File: config.mk
export PLATFORM = sky130hd
export DESIGN_NAME = polyphonic_voice_allocator
export DESIGN_NICKNAME = d
export VERILOG_FILES = /design/src/sv/pva_pkg.sv /design/src/sv/pva_ctrl.sv /design/src/sv/pva_datapath.sv /design/src/sv/polyphonic_voice_allocator.sv
export SDC_FILE = /design/constraint.sdc
export NUM_CORES = 1
export LEC_CHECK = 0
export BUFFER_PORTS_ARGS = -buffer_cell sky130_fd_sc_hd__buf_2
export CELL_PAD_IN_SITES_DETAIL_PLACEMENT = 0
export CELL_PAD_IN_SITES_GLOBAL_PLACEMENT = 1
export CORE_AREA = 2 2 272 274
export DETAILED_ROUTE_END_ITERATION = 10
export DIE_AREA = 0 0 274 276
export GPL_TIMING_DRIVEN = 0
export PLACE_DENSITY_LB_ADDON = 0.1
export SLEW_MARGIN = 40
export SYNTH_ARGS = -nofsm -noshare
export SYNTH_HDL_FRONTEND = slang
export SYNTH_SLANG_ARGS = --single-unit
File: constraint.sdc
create_clock -name clk_i -period 3 [get_ports clk_i]
set_clock_uncertainty 0.2 [all_clocks]
set_input_delay 0.3 -clock clk_i [delete_from_list [all_inputs] [get_ports clk_i]]
set_output_delay 0.3 -clock clk_i [all_outputs]
set_load 0.01 [all_outputs]
File: src/sv/pva_pkg.sv
// Shared types, constants and helpers for the polyphonic voice allocator.
`timescale 1ns / 1ps
`default_nettype none

package pva_pkg;

  // Field widths
  localparam int CMD_W      = 2;
  localparam int NOTE_W     = 7;
  localparam int VEL_IN_W   = 12;
  localparam int VEL_W      = 11;
  localparam int SLOT_OUT_W = 5;
  localparam int COUNT_W    = 6;
  localparam int LIMIT_W    = 6;

  // Defaults and limits
  localparam int                 VOICE_SLOTS_DEF = 32;
  localparam logic [LIMIT_W-1:0] LIMIT_RESET     = 6'd32;
  localparam logic [VEL_W-1:0]   VEL_ONE         = 11'd1024;
  localparam logic [COUNT_W-1:0] COUNT_MAX       = 6'd63;

  // Command codes
  typedef enum logic [CMD_W-1:0] {
    CMD_NOTE_ON  = 2'd0,
    CMD_NOTE_OFF = 2'd1,
    CMD_ALL_OFF  = 2'd2,
    CMD_NONE     = 2'd3
  } cmd_e;

  // Controller to datapath
  typedef struct packed {
    logic load;   // capture the incoming transaction, reset the scan
    logic scan;   // read one slot and advance the scan index
    logic apply;  // update the table and register the result
  } ctrl_cmd_t;

  // Datapath to controller
  typedef struct packed {
    logic scan_last;  // scan index sits on the last configured slot
  } dp_status_t;

  // Saturate a signed Q1.10 velocity into 0..1.0
  function automatic logic [VEL_W-1:0] clamp_velocity(input logic signed [VEL_IN_W-1:0] v);
    if (v < 0) begin
      return '0;
    end else if (v > $signed({1'b0, VEL_ONE})) begin
      return VEL_ONE;
    end else begin
      return v[VEL_W-1:0];
    end
  endfunction

endpackage

`default_nettype wire

File: src/sv/pva_ctrl.sv
// Sequencing state machine of the polyphonic voice allocator.
`timescale 1ns / 1ps
`default_nettype none

module pva_ctrl
  import pva_pkg::*;
(
  input  wire logic             clk_i,
  input  wire logic             rst_ni,
  input  wire logic             start,
  input  wire logic [CMD_W-1:0] cmd_i,
  input  wire dp_status_t       status_i,
  output logic                  busy,
  output ctrl_cmd_t             ctrl_o
);

  typedef enum logic [3:0] {
    ST_IDLE  = 4'b0001,
    ST_SCAN  = 4'b0010,
    ST_WAIT  = 4'b0100,
    ST_APPLY = 4'b1000
  } state_e;

  state_e state_q, state_d;
  logic   take;
  logic   needs_scan;

  // A transaction is taken when idle and started
  assign busy       = (state_q != ST_IDLE);
  assign take       = start && !busy;
  assign needs_scan = (cmd_e'(cmd_i) == CMD_NOTE_ON) || (cmd_e'(cmd_i) == CMD_NOTE_OFF);

  // Next state and datapath commands
  always_comb begin
    state_d      = state_q;
    ctrl_o.load  = 1'b0;
    ctrl_o.scan  = 1'b0;
    ctrl_o.apply = 1'b0;
    case (state_q)
      ST_IDLE: begin
        if (take) begin
          ctrl_o.load = 1'b1;
          state_d     = needs_scan ? ST_SCAN : ST_APPLY;
        end
      end
      ST_SCAN: begin
        ctrl_o.scan = 1'b1;
        if (status_i.scan_last) begin
          state_d = ST_WAIT;
        end
      end
      ST_WAIT: begin
        // last slot read is being compared
        state_d = ST_APPLY;
      end
      ST_APPLY: begin
        ctrl_o.apply = 1'b1;
        state_d      = ST_IDLE;
      end
      default: begin
        state_d = ST_IDLE;
      end
    endcase
  end

  always_ff @(posedge clk_i or negedge rst_ni) begin
    if (!rst_ni) begin
      state_q <= ST_IDLE;
    end else begin
      state_q <= state_d;
    end
  end

endmodule

`default_nettype wire

File: src/sv/pva_datapath.sv
// Voice table, slot scan and result registers of the polyphonic voice allocator.
`timescale 1ns / 1ps
`default_nettype none

module pva_datapath
  import pva_pkg::*;
#(
  parameter int VOICE_SLOTS = VOICE_SLOTS_DEF
) (
  input  wire logic                       clk_i,
  input  wire logic                       rst_ni,
  input  wire ctrl_cmd_t                  ctrl_i,
  output dp_status_t                      status_o,
  input  wire logic [CMD_W-1:0]           cmd_i,
  input  wire logic [NOTE_W-1:0]          note_number_i,
  input  wire logic signed [VEL_IN_W-1:0] velocity_in_i,
  input  wire logic                       voice_limit_we_i,
  input  wire logic [LIMIT_W-1:0]         voice_limit_i,
  output logic                            done_o,
  output logic                            accepted_o,
  output logic [SLOT_OUT_W-1:0]           voice_slot_o,
  output logic [VEL_W-1:0]                voice_velocity_o,
  output logic [COUNT_W-1:0]              active_total_o
);

  localparam int IDX_W  = (VOICE_SLOTS > 1) ? $clog2(VOICE_SLOTS) : 1;
  localparam int WIDE_W = (IDX_W > LIMIT_W) ? IDX_W : LIMIT_W;

  // Last usable slot index for a written voice limit
  function automatic logic [IDX_W-1:0] last_index(input logic [LIMIT_W-1:0] v);
    logic [WIDE_W-1:0] wide;
    wide = WIDE_W'(v);
    if (v == '0) begin
      return '0;
    end else if (32'(v) > 32'(VOICE_SLOTS)) begin
      return IDX_W'(VOICE_SLOTS - 1);
    end else begin
      return IDX_W'(wide - 1'b1);
    end
  endfunction

  // Slot storage: note and velocity in memory, marks in flops
  logic [NOTE_W-1:0]      note_mem [VOICE_SLOTS];
  logic [VEL_W-1:0]       vel_mem  [VOICE_SLOTS];
  logic [VOICE_SLOTS-1:0] active_q;
  logic [VOICE_SLOTS-1:0] releasing_q;
  logic [COUNT_W-1:0]     count_q;
  logic [IDX_W-1:0]       limit_last_q;

  // Captured transaction
  cmd_e              cmd_q;
  logic [NOTE_W-1:0] note_q;
  logic [VEL_W-1:0]  vel_q;

  // Scan pipeline
  logic [IDX_W-1:0]  scan_idx_q;
  logic              rd_valid_q;
  logic [IDX_W-1:0]  rd_idx_q;
  logic              rd_active_q;
  logic [NOTE_W-1:0] rd_note_q;
  logic [VEL_W-1:0]  rd_vel_q;

  // Search results
  logic              match_found_q;
  logic [IDX_W-1:0]  match_idx_q;
  logic [VEL_W-1:0]  match_vel_q;
  logic              free_found_q;
  logic [IDX_W-1:0]  free_idx_q;

  // Result registers
  logic                  done_q;
  logic                  accepted_q;
  logic [SLOT_OUT_W-1:0] slot_q;
  logic [VEL_W-1:0]      vel_out_q;

  logic             on_hit;
  logic [IDX_W-1:0] tgt_idx;
  logic             write_slot;

  assign status_o.scan_last = (scan_idx_q == limit_last_q);

  // Same-note slot wins over a free one
  assign on_hit     = match_found_q || free_found_q;
  assign tgt_idx    = match_found_q ? match_idx_q : free_idx_q;
  assign write_slot = ctrl_i.apply && (cmd_q == CMD_NOTE_ON) && on_hit;

  // Memory read during the scan, write on an accepted note-on
  always_ff @(posedge clk_i) begin
    if (ctrl_i.scan) begin
      rd_note_q   <= note_mem[scan_idx_q];
      rd_vel_q    <= vel_mem[scan_idx_q];
      rd_active_q <= active_q[scan_idx_q];
      rd_idx_q    <= scan_idx_q;
    end
    if (write_slot) begin
      note_mem[tgt_idx] <= note_q;
      vel_mem[tgt_idx]  <= vel_q;
    end
  end

  // Transaction capture
  always_ff @(posedge clk_i) begin
    if (ctrl_i.load) begin
      cmd_q  <= cmd_e'(cmd_i);
      note_q <= note_number_i;
      vel_q  <= clamp_velocity(velocity_in_i);
    end
  end

  // Marks, count, scan control and results
  always_ff @(posedge clk_i or negedge rst_ni) begin
    if (!rst_ni) begin
      active_q      <= '0;
      releasing_q   <= '0;
      count_q       <= '0;
      limit_last_q  <= last_index(LIMIT_RESET);
      scan_idx_q    <= '0;
      rd_valid_q    <= 1'b0;
      match_found_q <= 1'b0;
      match_idx_q   <= '0;
      match_vel_q   <= '0;
      free_found_q  <= 1'b0;
      free_idx_q    <= '0;
      done_q        <= 1'b0;
      accepted_q    <= 1'b0;
      slot_q        <= '0;
      vel_out_q     <= '0;
    end else begin
      done_q     <= 1'b0;
      rd_valid_q <= ctrl_i.scan;

      // limit write clears the table
      if (voice_limit_we_i) begin
        limit_last_q <= last_index(voice_limit_i);
        active_q     <= '0;
        releasing_q  <= '0;
        count_q      <= '0;
      end

      if (ctrl_i.load) begin
        scan_idx_q    <= '0;
        match_found_q <= 1'b0;
        free_found_q  <= 1'b0;
      end else if (ctrl_i.scan) begin
        scan_idx_q <= scan_idx_q + 1'b1;
      end

      // keep the lowest matching and lowest free slot
      if (rd_valid_q) begin
        if (rd_active_q && (rd_note_q == note_q) && !match_found_q) begin
          match_found_q <= 1'b1;
          match_idx_q   <= rd_idx_q;
          match_vel_q   <= rd_vel_q;
        end
        if (!rd_active_q && !free_found_q) begin
          free_found_q <= 1'b1;
          free_idx_q   <= rd_idx_q;
        end
      end

      if (ctrl_i.apply) begin
        done_q     <= 1'b1;
        accepted_q <= 1'b0;
        slot_q     <= '0;
        vel_out_q  <= '0;
        case (cmd_q)
          CMD_NOTE_ON: begin
            if (on_hit) begin
              accepted_q <= 1'b1;
              slot_q     <= SLOT_OUT_W'(tgt_idx);
              vel_out_q  <= vel_q;
              if (!match_found_q) begin
                active_q[tgt_idx]    <= 1'b1;
                releasing_q[tgt_idx] <= 1'b0;
                if (count_q != COUNT_MAX) begin
                  count_q <= count_q + 1'b1;
                end
              end
            end
          end
          CMD_NOTE_OFF: begin
            if (match_found_q) begin
              accepted_q               <= 1'b1;
              slot_q                   <= SLOT_OUT_W'(match_idx_q);
              vel_out_q                <= match_vel_q;
              active_q[match_idx_q]    <= 1'b0;
              releasing_q[match_idx_q] <= 1'b1;
              if (count_q != '0) begin
                count_q <= count_q - 1'b1;
              end
            end
          end
          CMD_ALL_OFF: begin
            accepted_q  <= 1'b1;
            active_q    <= '0;
            releasing_q <= '0;
            count_q     <= '0;
          end
          default: begin
            accepted_q <= 1'b0;
          end
        endcase
      end
    end
  end

  assign done_o           = done_q;
  assign accepted_o       = accepted_q;
  assign voice_slot_o     = slot_q;
  assign voice_velocity_o = vel_out_q;
  assign active_total_o   = count_q;

  // Count tracks the active marks while it cannot saturate
  a_count_matches: assert property (@(posedge clk_i) disable iff (!rst_ni)
    (VOICE_SLOTS > 63) || (32'(count_q) == $countones(active_q)))
    else $error("active count disagrees with active marks");

  // A slot is never both playing and releasing
  a_marks_exclusive: assert property (@(posedge clk_i) disable iff (!rst_ni)
    (active_q & releasing_q) == '0)
    else $error("slot both active and releasing");

  // Result strobe lasts a single cycle
  a_done_single: assert property (@(posedge clk_i) disable iff (!rst_ni)
    done_q |=> !done_q)
    else $error("result strobe longer than one cycle");

  // Rejected transactions report slot and velocity zero
  a_reject_zero: assert property (@(posedge clk_i) disable iff (!rst_ni)
    (done_q && !accepted_q) |-> ((slot_q == '0) && (vel_out_q == '0)))
    else $error("rejected result carries slot data");

  // Slots found for the transaction being applied lie inside the configured voices
  a_found_in_range: assert property (@(posedge clk_i) disable iff (!rst_ni)
    ctrl_i.apply |->
      ((!free_found_q || (free_idx_q <= limit_last_q)) &&
       (!match_found_q || (match_idx_q <= limit_last_q))))
    else $error("slot found beyond voice limit");

endmodule

`default_nettype wire

File: src/sv/polyphonic_voice_allocator.sv
// Top level of the polyphonic voice allocator: controller plus voice table datapath.
`timescale 1ns / 1ps
`default_nettype none

// Usage:
//   Commands enter on cmd_i / note_number_i / velocity_in_i and are taken at a
//   rising edge with start high and busy low. Each command yields exactly one
//   result, shown for one cycle with done_o high: accepted_o, voice_slot_o,
//   voice_velocity_o and active_total_o. The receiver cannot stall the block.
//   Write the voice limit via voice_limit_we_i / voice_limit_i only while idle;
//   the block itself does not enforce this. A write clears every voice and the active count.
// Sequencing:
//   Note-on and note-off walk the slot table one slot per clock through the
//   note/velocity memory read port over the configured voice count
//   (1..VOICE_SLOTS), wait in ST_WAIT while the last slot read is compared,
//   then apply; done_o is registered from the apply state. All-notes-off and
//   the unused command skip the scan and go straight to the apply state. busy
//   is low again in the done_o cycle, so the next transaction may start there.
// Reset:
//   rst_ni clears all voice marks and the count and sets the limit to 32
//   (capped at VOICE_SLOTS). No clearing pass is needed.
module polyphonic_voice_allocator
  import pva_pkg::*;
#(
  parameter int VOICE_SLOTS = VOICE_SLOTS_DEF
) (
  input  wire logic                       clk_i,
  input  wire logic                       rst_ni,
  input  wire logic                       start,
  output logic                            busy,
  input  wire logic [CMD_W-1:0]           cmd_i,
  input  wire logic [NOTE_W-1:0]          note_number_i,
  input  wire logic signed [VEL_IN_W-1:0] velocity_in_i,
  input  wire logic                       voice_limit_we_i,
  input  wire logic [LIMIT_W-1:0]         voice_limit_i,
  output logic                            done_o,
  output logic                            accepted_o,
  output logic [SLOT_OUT_W-1:0]           voice_slot_o,
  output logic [VEL_W-1:0]                voice_velocity_o,
  output logic [COUNT_W-1:0]              active_total_o
);

  ctrl_cmd_t  ctrl;
  dp_status_t status;

  pva_ctrl u_ctrl (
    .clk_i    (clk_i),
    .rst_ni   (rst_ni),
    .start    (start),
    .cmd_i    (cmd_i),
    .status_i (status),
    .busy     (busy),
    .ctrl_o   (ctrl)
  );

  pva_datapath #(
    .VOICE_SLOTS (VOICE_SLOTS)
  ) u_datapath (
    .clk_i            (clk_i),
    .rst_ni           (rst_ni),
    .ctrl_i           (ctrl),
    .status_o         (status),
    .cmd_i            (cmd_i),
    .note_number_i    (note_number_i),
    .velocity_in_i    (velocity_in_i),
    .voice_limit_we_i (voice_limit_we_i),
    .voice_limit_i    (voice_limit_i),
    .done_o           (done_o),
    .accepted_o       (accepted_o),
    .voice_slot_o     (voice_slot_o),
    .voice_velocity_o (voice_velocity_o),
    .active_total_o   (active_total_o)
  );

endmodule

`default_nettype wire
==> results.json, run 1 <==
{
  "r2r_cells": 8,
  "diodes": 0,
  "ir_drop_uv": 455,
  "fmax_ghz": 0.337,
  "syn_nets": 1648,
  "cts.clk_slew.worst_paths_ps": 60,
  "synth_area_leaders": "edfxtp_1 64%, mux4_2 9.0%, dfrtp_1 7.6%, mux2i_1 4.0%, nor2_1 1.8%",
  "clockPowerShare_pct": 37.3,
  "stdcell_count": 2923,
  "cts_max_level": 3,
  "cts_tree": "built",
  "grt_pass1_wl_um": 114000,
  "drtAntennaViolNets": 0,
  "critPathArrivalTime_ps": 3110,
  "post-route-util_pct": 48.9,
  "rows": 99,
  "yosys.area.top_type": "edfxtp_1",
  "r2r_slack_ps": 40,
  "critPathKind": "register to register",
  "hold_class": "primary input to register",
  "nets": 1941,
  "outcome": "finished, final reports clean",
  "grt_pass1_vias": 16400,
  "worst-path-stages": 8,
  "cp_data_required_time_ps": 3150,
  "reg2reg_to": "u_datapath.rd_vel_q[6]",
  "switchingPower_mw": 6.63,
  "multi_input_area_mm2": 0.00792,
  "cts_made_buffers": 79,
  "reg2reg_from": "u_datapath.scan_idx_q[0]",
  "area_growth_pct": 23.0,
  "syn_avg_cell_area_um2": 17.9,
  "setup.worst_path.start": "u_datapath.scan_idx_q[0]",
  "regArea_mm2": 0.0210,
  "p_leak_nw": 11.8,
  "period_minus_slack_ps": 2960,
  "gp_congestion": 0.851,
  "path_cells": "buf_12 -> buf_12 -> buf_6 -> mux4_2 -> mux2i_1 -> nor2_1 -> a2111oi_4 -> nor2_1",
  "power_frac_comb_pct": 14.9,
  "worst_setup_path_start_kind": "register",
  "synth.distinct_cells": 77,
  "ys_seq_elements": 714,
  "setup_ws_ps": 35.8,
  "die_w_um": 274,
  "p_int_mw": 18.2,
  "synth_most_common_cell": "edfxtp_1",
  "drt-initial-drc-count": 1476,
  "grt.total_usage_pct": 20.9,
  "setup_violations": 0,
  "timing.final.crit_share_pct": 98.8,
  "synth_edf_count": 620,
  "overflow": 0,
  "clkLatencyLatePin_ps": 630,
  "dr.pass1.iters": 5,
  "path_max_fanout": 10,
  "wl_per_cell_um": 26.8,
  "antenna_found_initial": 0,
  "fillerInstances": 6064,
  "wirelength_um": 78400,
  "drive_above_1_share_pct": 30.3,
  "tightest_slew_ps": 834,
  "hold_slack_ps": 30.2,
  "slowest_stage": "mux4_2",
  "hpwl_um": 55300,
  "ios": 56,
  "seqPwrFrac_pct": 47.8,
  "max_stage_delay_ps": 520,
  "rsz0062_at_grt": "yes",
  "portBuffers": 55,
  "switching_share_pct": 26.7,
  "grt_max_degree": 45,
  "crit_path_end": "u_datapath.rd_vel_q[6]",
  "crit_family": "multiplexers",
  "cts_root_buf": "clkbuf_16",
  "die_area_mm2": 0.0756,
  "cts_buffer_depth": 3,
  "dp.cells": 2704,
  "ys_warn_count": 0,
  "async_flop_share_pct": 13.2,
  "hold_viol": 0,
  "slew_headroom_pct": 44.4,
  "numClockSinks": 714,
  "synth_commonest_cells": "620 x edfxtp_1, 139 x nor2_1, 115 x mux4_2",
  "tns_ps": 0,
  "initial_utilization_pct": 39.8,
  "pwr_density_cell_mw_per_mm2": 700,
  "cp-end-kind": "register",
  "drv_cap": 0,
  "fp.coreArea_mm2": 0.0726,
  "vias_per_cell": 5.52,
  "vias": 16100,
  "synth-seq-area-share_pct": 72.6,
  "synth-main-ff-cell": "edfxtp_1",
  "finalMaxSlewViolations": 0,
  "drc": 0,
  "dpl_worst_slack_ps": -753,
  "netlist_instances": 1611,
  "synth_area_mm2": 0.0289,
  "synth_top_cell_area_share_pct": 64.5,
  "path_buf_inv": 3,
  "die_y_um": 276
}
-- power by group through the flow --
stage | registers [mW] | logic, mW | clock network, mW
floorplan | 12.2 | 1.65 | 0
global placement | 12.6 | 2.58 | 0
detailed placement | 12.1 | 3.55 | 0
CTS | 11.9 | 3.67 | 9.48
global route | 11.9 | 3.98 | 9.85
finish | 11.9 | 3.71 | 9.27
-- metal layers --
layer,part of all wire (%),up-vias,global-route usage [%]
li1,-,7091,-
met1,45,8499,29.9
met2,47,444,32.8
met3,4.8,114,2.81
met4,3.3,0,7.46
met5,0,-,0
-- registers in the layout (all words and copies together) (netlist names), 4 cells and up --
signal / count
u_ctrl.state_q: 4
u_datapath.active_q: 32
u_datapath.active_total_o: 6
u_datapath.free_idx_q: 5
u_datapath.limit_last_q: 5
u_datapath.match_idx_q: 5
u_datapath.match_vel_q: 11
u_datapath.note_mem: 224
u_datapath.note_q: 7
u_datapath.rd_idx_q: 5
u_datapath.rd_note_q: 7
u_datapath.rd_vel_q: 11
u_datapath.scan_idx_q: 5
u_datapath.vel_mem: 352
u_datapath.vel_q: 11
u_datapath.voice_slot_o: 5
u_datapath.voice_velocity_o: 11
-- tightest hold or removal path, cell delays in order --
cell     delay (ps)
buf_2            80
a21oi_1         140
and2_1          170
-- repair_timing --
| action | in CTS | in global routing |
|---|---|---|
| setup endpoints to repair | 499 | 276 |
| resized for setup | 55 | 19 |
| hold endpoints to repair | 125 | 0 |
| pin swaps | 29 | 9 |
| hold buffers | 32 | 0 |
| setup buffers | 35 | 11 |
-- per-stage QoR --
step | power, mW | instance area (um2)
after global placement | 15.2 | 30400
after floorplan | 13.9 | 28900
after CTS | 25.0 | 35300
final | 24.8 | 35500
after detailed placement | 15.6 | 31800
after global routing | 25.7 | 35500
-- placed cells by master (no fill, tap or decap), drive strengths merged, types with 5 or more instances in the layout --
cell type / count
o22ai: 22
a21oi: 35
clkinv: 29
o211ai: 30
xor2: 12
o21ai: 54
edfxtp: 620
xnor2: 7
a211oi: 22
buf: 227
nor4: 5
nand3: 11
mux2: 26
dfstp: 6
dlygate4sd3: 31
o221ai: 18
nand2b: 6
inv: 19
a2111oi: 18
nand2: 42
dfrtp: 88
clkbuf: 148
and2: 15
nor3b: 5
ha: 6
nor2b: 8
mux4: 115
mux2i: 114
a221oi: 16
nor2: 140
nor3: 11
-- cell families (layout without fill, tap and decap cells) --
| kind of cell | count (synthesis) | in the layout | synth area share (%) |
|---|---|---|---|
| DFF | 714 | 714 | 72.6 |
| and+or+nand+nor | 265 | 265 | 4.43 |
| muxes | 255 | 255 | 13.9 |
| AOI/OAI and AO/OA | 245 | 245 | 6.22 |
| buffers and inverters | 103 | 456 | 1.79 |
| xor gates and xnor gates | 19 | 19 | 0.576 |
| adders and majority gates | 10 | 10 | 0.399 |
-- worst min path at each step --
stage	from	endpoint	cells after the start
after global placement	u_datapath.rd_vel_q[9]	u_datapath.match_vel_q[9]	1
final	velocity_in_i[10]	u_datapath.vel_q[3]	3
after global routing	voice_limit_i[0]	u_datapath.limit_last_q[0]	4
after floorplan	rst_ni	u_ctrl.state_q[1]	0
after CTS	velocity_in_i[10]	u_datapath.vel_q[3]	3
after detailed placement	rst_ni	u_datapath.active_total_o[3]	1
-- area by class of cell --
| type | count | share of cell area, % |
|---|---|---|
| sequential | 714 | 59.1 |
| multi-input combinational | 794 | 22.3 |
| tap | 959 | 3.38 |
| clock inverter | 36 | 0.902 |
| buffer | 89 | 1.61 |
| timing repair buffer | 212 | 6.53 |
| inverter | 14 | 0.148 |
| clock buffer | 105 | 6.04 |
Power figures use the tool's default switching activity.
==> run 2: changes to the inputs <==
--- a/config.mk
+++ b/config.mk
@@ -5,6 +5,7 @@
 export SDC_FILE = /design/constraint.sdc
 export NUM_CORES = 1
 export LEC_CHECK = 0
+export ABC_CLOCK_PERIOD_IN_PS = 3000
 export BUFFER_PORTS_ARGS = -buffer_cell sky130_fd_sc_hd__buf_2
 export CELL_PAD_IN_SITES_DETAIL_PLACEMENT = 0
 export CELL_PAD_IN_SITES_GLOBAL_PLACEMENT = 1
@@ -12,6 +13,7 @@
 export DETAILED_ROUTE_END_ITERATION = 10
 export DIE_AREA = 0 0 274 276
 export GPL_TIMING_DRIVEN = 0
+export MAX_ROUTING_LAYER = met4
 export PLACE_DENSITY_LB_ADDON = 0.1
 export SLEW_MARGIN = 40
 export SYNTH_ARGS = -nofsm -noshare
==> results.json, run 2 (synthesized netlist as in run 1, its figures left out) <==
{
  "hold_viol": 0,
  "path_common_cell": "buf_4",
  "cts.clk_slew.worst_paths_ps": 60,
  "wirelength_um": 78600,
  "grt_max_degree": 45,
  "slowest_stage": "a2111oi_4",
  "numClockSinks": 714,
  "largest_register_ffs": 352,
  "timing.final.crit_share_pct": 99.8,
  "rsz0062_at_grt": "yes",
  "ios": 56,
  "cts_tree": "built",
  "drc": 0,
  "die_area_mm2": 0.0756,
  "grt_use_met2_pct": 32.7,
  "multi_input_area_mm2": 0.00791,
  "slew_headroom_pct": 44.4,
  "busiest_layer": "met2",
  "hold_class": "primary input to register",
  "cts_buffer_depth": 3,
  "p_leak_nw": 11.8,
  "grt_pass1_vias": 16400,
  "layout_commonest_cell": "edfxtp_1",
  "outcome": "finished, final reports clean",
  "die_w_um": 274,
  "grt_pass1_wl_um": 114000,
  "crit_family": "compound AO/OA/AOI/OAI gates",
  "layout_common_cells": "620 x edfxtp_1, 115 x mux4_2, 108 x mux2i_1",
  "grt.total_usage_pct": 21.6,
  "top_regs": "u_datapath.vel_mem: 352 flops, u_datapath.note_mem: 224 flops, u_datapath.active_q: 32 flops",
  "fillerInstances": 6064,
  "drv_cap": 0,
  "pwr_density_cell_mw_per_mm2": 700,
  "setup_violations": 0,
  "dr.pass1.iters": 5,
  "ir_drop_uv": 451,
  "clkLatencyLatePin_ps": 630,
  "drtAntennaViolNets": 0,
  "critPathKind": "register to register",
  "antenna_found_initial": 0,
  "nets": 1944,
  "hpwl_um": 55300,
  "max_stage_delay_ps": 720,
  "vias_per_cell": 5.54,
  "met3_usage_pct": 2.74,
  "die_y_um": 276,
  "overflow": 0,
  "path_buf_inv": 2,
  "area_growth_pct": 23.0,
  "top_register": "u_datapath.vel_mem",
  "r2r_slack_ps": 5,
  "stdcell_count": 2927,
  "fp.coreArea_mm2": 0.0726,
  "power.total_mw": 24.8,
  "cp-end-kind": "register",
  "regArea_mm2": 0.0210,
  "post-route-util_pct": 48.9,
  "worst_setup_path_start_kind": "register",
  "portBuffers": 55,
  "gp_congestion": 0.864,
  "path_cells": "buf_4 -> buf_4 -> mux4_2 -> mux2i_4 -> nor2_1 -> a2111oi_4 -> nor2_4",
  "finalMaxSlewViolations": 0,
  "tightest_slew_ps": 827,
  "cp_data_required_time_ps": 3150,
  "use_met1_pct": 30.1,
  "rows": 99,
  "critPathArrivalTime_ps": 3150,
  "initial_utilization_pct": 39.8,
  "drive_above_1_share_pct": 30.4,
  "period_minus_slack_ps": 3000,
  "fmax_ghz": 0.334,
  "vias": 16200,
  "dp.cells": 2704,
  "wl_per_cell_um": 26.9,
  "cts_made_buffers": 79,
  "cts_max_level": 3,
  "cts_root_buf": "clkbuf_16",
  "drt-initial-drc-count": 1415,
  "path_max_fanout": 10
}
==> run 2: power by group <==
part / leakage (nW) / internal, mW / switching (mW)
Sequential: 6.85 / 11.6 / 0.307
Combinational: 3.72 / 1.40 / 2.31
Clock: 1.22 / 5.25 / 4.02
==> run 2: timing repair <==
action / in CTS / in global routing
hold buffers: 32 / 0
resized for setup: 55 / 13
setup buffers: 35 / 14
setup endpoints to repair: 499 / 276
hold endpoints to repair: 125 / 0
pin swaps: 29 / 9
==> run 2: path summary, 6_finish.rpt <==
check | from | endpoint | depth (start not counted)
hold reg to reg | u_datapath.voice_slot_o[0] | u_datapath.voice_slot_o[0] | 2
setup / recovery | u_datapath.scan_idx_q[1] | u_datapath.rd_vel_q[7] | 7
min in group asynchronous | rst_ni | u_datapath.active_q[16] | 3
hold / removal | velocity_in_i[10] | u_datapath.vel_q[3] | 3
max in group asynchronous | rst_ni | u_datapath.match_found_q | 4
setup reg to reg | u_datapath.scan_idx_q[1] | u_datapath.rd_vel_q[7] | 7
==> run 2: final cells by class <==
type | instances | area share, %
antenna | 1 | 0.00705
buffer | 89 | 1.57
clock buffer | 105 | 6.04
clock inverter | 36 | 0.902
inverter | 14 | 0.148
multi-input combinational | 794 | 22.3
sequential | 714 | 59.1
tap | 959 | 3.38
timing repair buffer | 215 | 6.60
==> run 2: tightest hold or removal path, cell delays in order <==
cell	delay [ps]
buf_2	80
a21oi_1	140
and2_1	170
==> run 2: layer usage <==
layer	part of all wire [%]	routed length, um
met1	45	35000
met2	47	37300
met3	4.6	3630
met4	3.3	2600
met5	0	0
==> run 2: through the flow <==
stage,hold WS (ps),instance area (um2),worst slack [ps],TNS [ps]
floorplan,-196,28900,73.3,0
global placement,256,30400,-1600,-655130
detailed placement,39.4,31800,-753,-101750
CTS,7.88,35300,1.26,0
global route,36.9,35500,-25.1,-27.6
finish,28.4,35500,4.61,0
==> run 3: changes to the inputs <==
--- a/config.mk
+++ b/config.mk
@@ -9,13 +9,14 @@
 export BUFFER_PORTS_ARGS = -buffer_cell sky130_fd_sc_hd__buf_2
 export CELL_PAD_IN_SITES_DETAIL_PLACEMENT = 0
 export CELL_PAD_IN_SITES_GLOBAL_PLACEMENT = 1
-export CORE_AREA = 2 2 272 274
+export CORE_AREA = 2 2 271 273
 export DETAILED_ROUTE_END_ITERATION = 10
-export DIE_AREA = 0 0 274 276
+export DIE_AREA = 0 0 273 275
 export GPL_TIMING_DRIVEN = 0
 export MAX_ROUTING_LAYER = met4
 export PLACE_DENSITY_LB_ADDON = 0.1
 export SLEW_MARGIN = 40
 export SYNTH_ARGS = -nofsm -noshare
 export SYNTH_HDL_FRONTEND = slang
+export SYNTH_HIERARCHICAL = 1
 export SYNTH_SLANG_ARGS = --single-unit
==> results.json, run 3 <==
{
  "outcome": "finished, final reports clean",
  "ys_seq_elements": 714,
  "vias_per_cell": 5.59,
  "vias": 16100,
  "die_w_um": 273,
  "finalMaxSlewViolations": 0,
  "cp_data_required_time_ps": 3120,
  "reg2reg_from": "u_datapath/scan_idx_q[0]",
  "max_stage_delay_ps": 580,
  "die_y_um": 275,
  "stdcell_count": 2883,
  "cts_max_level": 3,
  "nets": 1902,
  "hold_viol": 0,
  "setup.worst_path.start": "u_datapath/scan_idx_q[0]",
  "clkLatencyLatePin_ps": 610,
  "synth.distinct_cells": 71,
  "layout_commonest_cell": "edfxtp_1",
  "tightest_slew_ps": 789,
  "numClockSinks": 714,
  "netlist_instances": 1581,
  "setup_violations": 0,
  "r2r_cells": 7,
  "seqPwrFrac_pct": 46.0,
  "grt.total_usage_pct": 22.3,
  "pwr_density_cell_mw_per_mm2": 713,
  "p_leak_nw": 11.5,
  "grt_pass1_vias": 16300,
  "critPathKind": "register to register",
  "cts_tree": "built",
  "fmax_ghz": 0.339,
  "hold_slack_ps": 38.3,
  "drc": 0,
  "path_max_fanout": 10,
  "cp-end-kind": "register",
  "power.total_mw": 25.0,
  "syn_avg_cell_area_um2": 18.1,
  "drtAntennaViolNets": 0,
  "rows": 99,
  "rsz0062_at_grt": "yes",
  "async_flop_share_pct": 13.2,
  "diodes": 0,
  "initial_utilization_pct": 39.5,
  "top_register": "u_datapath/vel_mem",
  "synth_edf_count": 620,
  "wirelength_um": 80000,
  "antenna_found_initial": 0,
  "portBuffers": 55,
  "largest_register_ffs": 352,
  "path_cells": "buf_6 -> buf_12 -> buf_12 -> mux4_2 -> a22o_1 -> a2111oi_4 -> a21oi_2",
  "path_common_cell": "buf_12",
  "ir_drop_uv": 372,
  "crit_family": "compound AO/OA/AOI/OAI gates",
  "clockPowerShare_pct": 36.6,
  "ios": 56,
  "reg2reg_to": "u_datapath/rd_vel_q[2]",
  "gp_congestion": 0.846,
  "switchingPower_mw": 6.59,
  "worst_setup_path_start_kind": "register",
  "drt-initial-drc-count": 1442,
  "overflow": 0,
  "period_minus_slack_ps": 2950,
  "p_int_mw": 18.4,
  "top_regs": "u_datapath/vel_mem: 352 flops, u_datapath/note_mem: 224 flops, u_datapath/active_q: 32 flops",
  "timing.final.crit_share_pct": 98.4,
  "layout_common_cells": "620 x edfxtp_1, 115 x mux4_2, 87 x dfrtp_1",
  "dr.pass1.iters": 5,
  "whs_endpoint": "u_datapath/limit_last_q[0]",
  "synth_most_common_cell": "edfxtp_1",
  "synth_commonest_cells": "620 x edfxtp_1, 115 x mux4_2, 88 x dfrtp_1",
  "grt_max_degree": 52,
  "worstHoldStart": "voice_limit_i[0]",
  "synth_top_cell_area_share_pct": 65.2,
  "drv_cap": 0,
  "cts_root_buf": "clkbuf_16",
  "power_frac_comb_pct": 17.4,
  "hold_class": "primary input to register",
  "slowest_stage": "a2111oi_4",
  "dp.cells": 2655,
  "fp.coreArea_mm2": 0.0723,
  "synth_area_mm2": 0.0286,
  "r2r_slack_ps": 50,
  "switching_share_pct": 26.4,
  "cts_made_buffers": 78,
  "ys_warn_count": 6,
  "hpwl_um": 54900,
  "synth-seq-area-share_pct": 73.5,
  "yosys.area.top_type": "edfxtp_1",
  "synth-main-ff-cell": "edfxtp_1",
  "grt_pass1_wl_um": 116000,
  "wl_per_cell_um": 27.8,
  "slew_headroom_pct": 47.4,
  "synth_area_leaders": "edfxtp_1 65%, mux4_2 9.1%, dfrtp_1 7.7%, mux2i_1 2.7%, a22oi_1 1.0%",
  "die_area_mm2": 0.0751,
  "whs_path_depth": 4,
  "critPathArrivalTime_ps": 3070,
  "area_growth_pct": 22.6,
  "cts.clk_slew.worst_paths_ps": 60,
  "path_buf_inv": 3,
  "drive_above_1_share_pct": 28.5,
  "cts_buffer_depth": 3,
  "syn_nets": 1618
}
[run 3: routing by layer]
| layer | vias up | track usage [%] | routed length, um |
|---|---|---|---|
| met4 | 0 | 6.05 | 1730 |
| met5 | - | - | 0 |
| met1 | 8512 | 30.5 | 35400 |
| met2 | 483 | 35.5 | 38900 |
| li1 | 7022 | - | - |
| met3 | 103 | 2.76 | 4000 |
[run 3: layout make-up]
cell class                 instances  area (um2)
buffer                            89         548
multi-input combinational        762        7670
clock buffer                     101        2100
tap                              959        1200
clock inverter                    38         312
inverter                          16        60.1
sequential                       714       21000
timing repair buffer             204        2130
fill                            6130       37300
[run 3: worst register-to-register path: stages (launching register included)]
cell and delay [ps]:
dfrtp_2 430, buf_6 160, buf_12 170, buf_12 190
mux4_2 530, a22o_1 250, a2111oi_4 580, a21oi_2 160
[run 3: worst max-delay path by stage]
stage / depth (start not counted) / slack, ps / endpoint
2_1_floorplan: 6 / -40 / u_datapath/note_mem[11][0]
3_3_place_gp: 6 / -2020 / u_datapath/note_mem[11][0]
3_5_place_dp: 6 / -1060 / u_datapath/vel_mem[10][6]
4_1_cts: 6 / 2 / u_datapath/rd_vel_q[3]
5_1_grt: 8 / -30 / u_datapath/note_mem[7][0]
6_report: 7 / 50 / u_datapath/rd_vel_q[2]
[run 3: stage by stage]
step / area (um2) / TNS, ps / util (%) / worst slack (ps)
2_1_floorplan: 28600 / -13410 / - / -41.1
3_3_place_gp: 30100 / -1006030 / 41.6 / -2020
3_5_place_dp: 31200 / -446900 / 43.2 / -1060
4_1_cts: 34700 / 0 / 48.0 / 1.92
5_1_grt: 35000 / -444 / 48.4 / -30.0
6_report: 35000 / 0 / 48.4 / 46.9
[run 3: power by group through the flow]
stage,logic [mW],clock network [mW],registers [mW]
after global placement,3.45,0,12.0
after floorplan,2.35,0,11.7
after detailed placement,4.16,0,11.7
final,4.35,9.13,11.5
after global routing,4.64,9.75,11.5
after CTS,4.39,9.36,11.5
[run 3: cell families (layout without fill, tap and decap cells)]
group,count (synthesis),in the layout,share of synthesized area [%]
buf+inv,105,448,1.79
compound gates,283,283,6.85
flops,714,714,73.5
simple gates,231,231,4.08
fa+ha+maj,10,10,0.403
xor+xnor,21,21,0.644
mux,217,217,12.8
[run 3: what timing repair did]
item	CTS	global route
hold buffers	31	0
buffers inserted	33	25
endpoints found under the hold margin	125	0
pin swaps	26	11
setup endpoints to repair	607	183
resized for setup	66	14
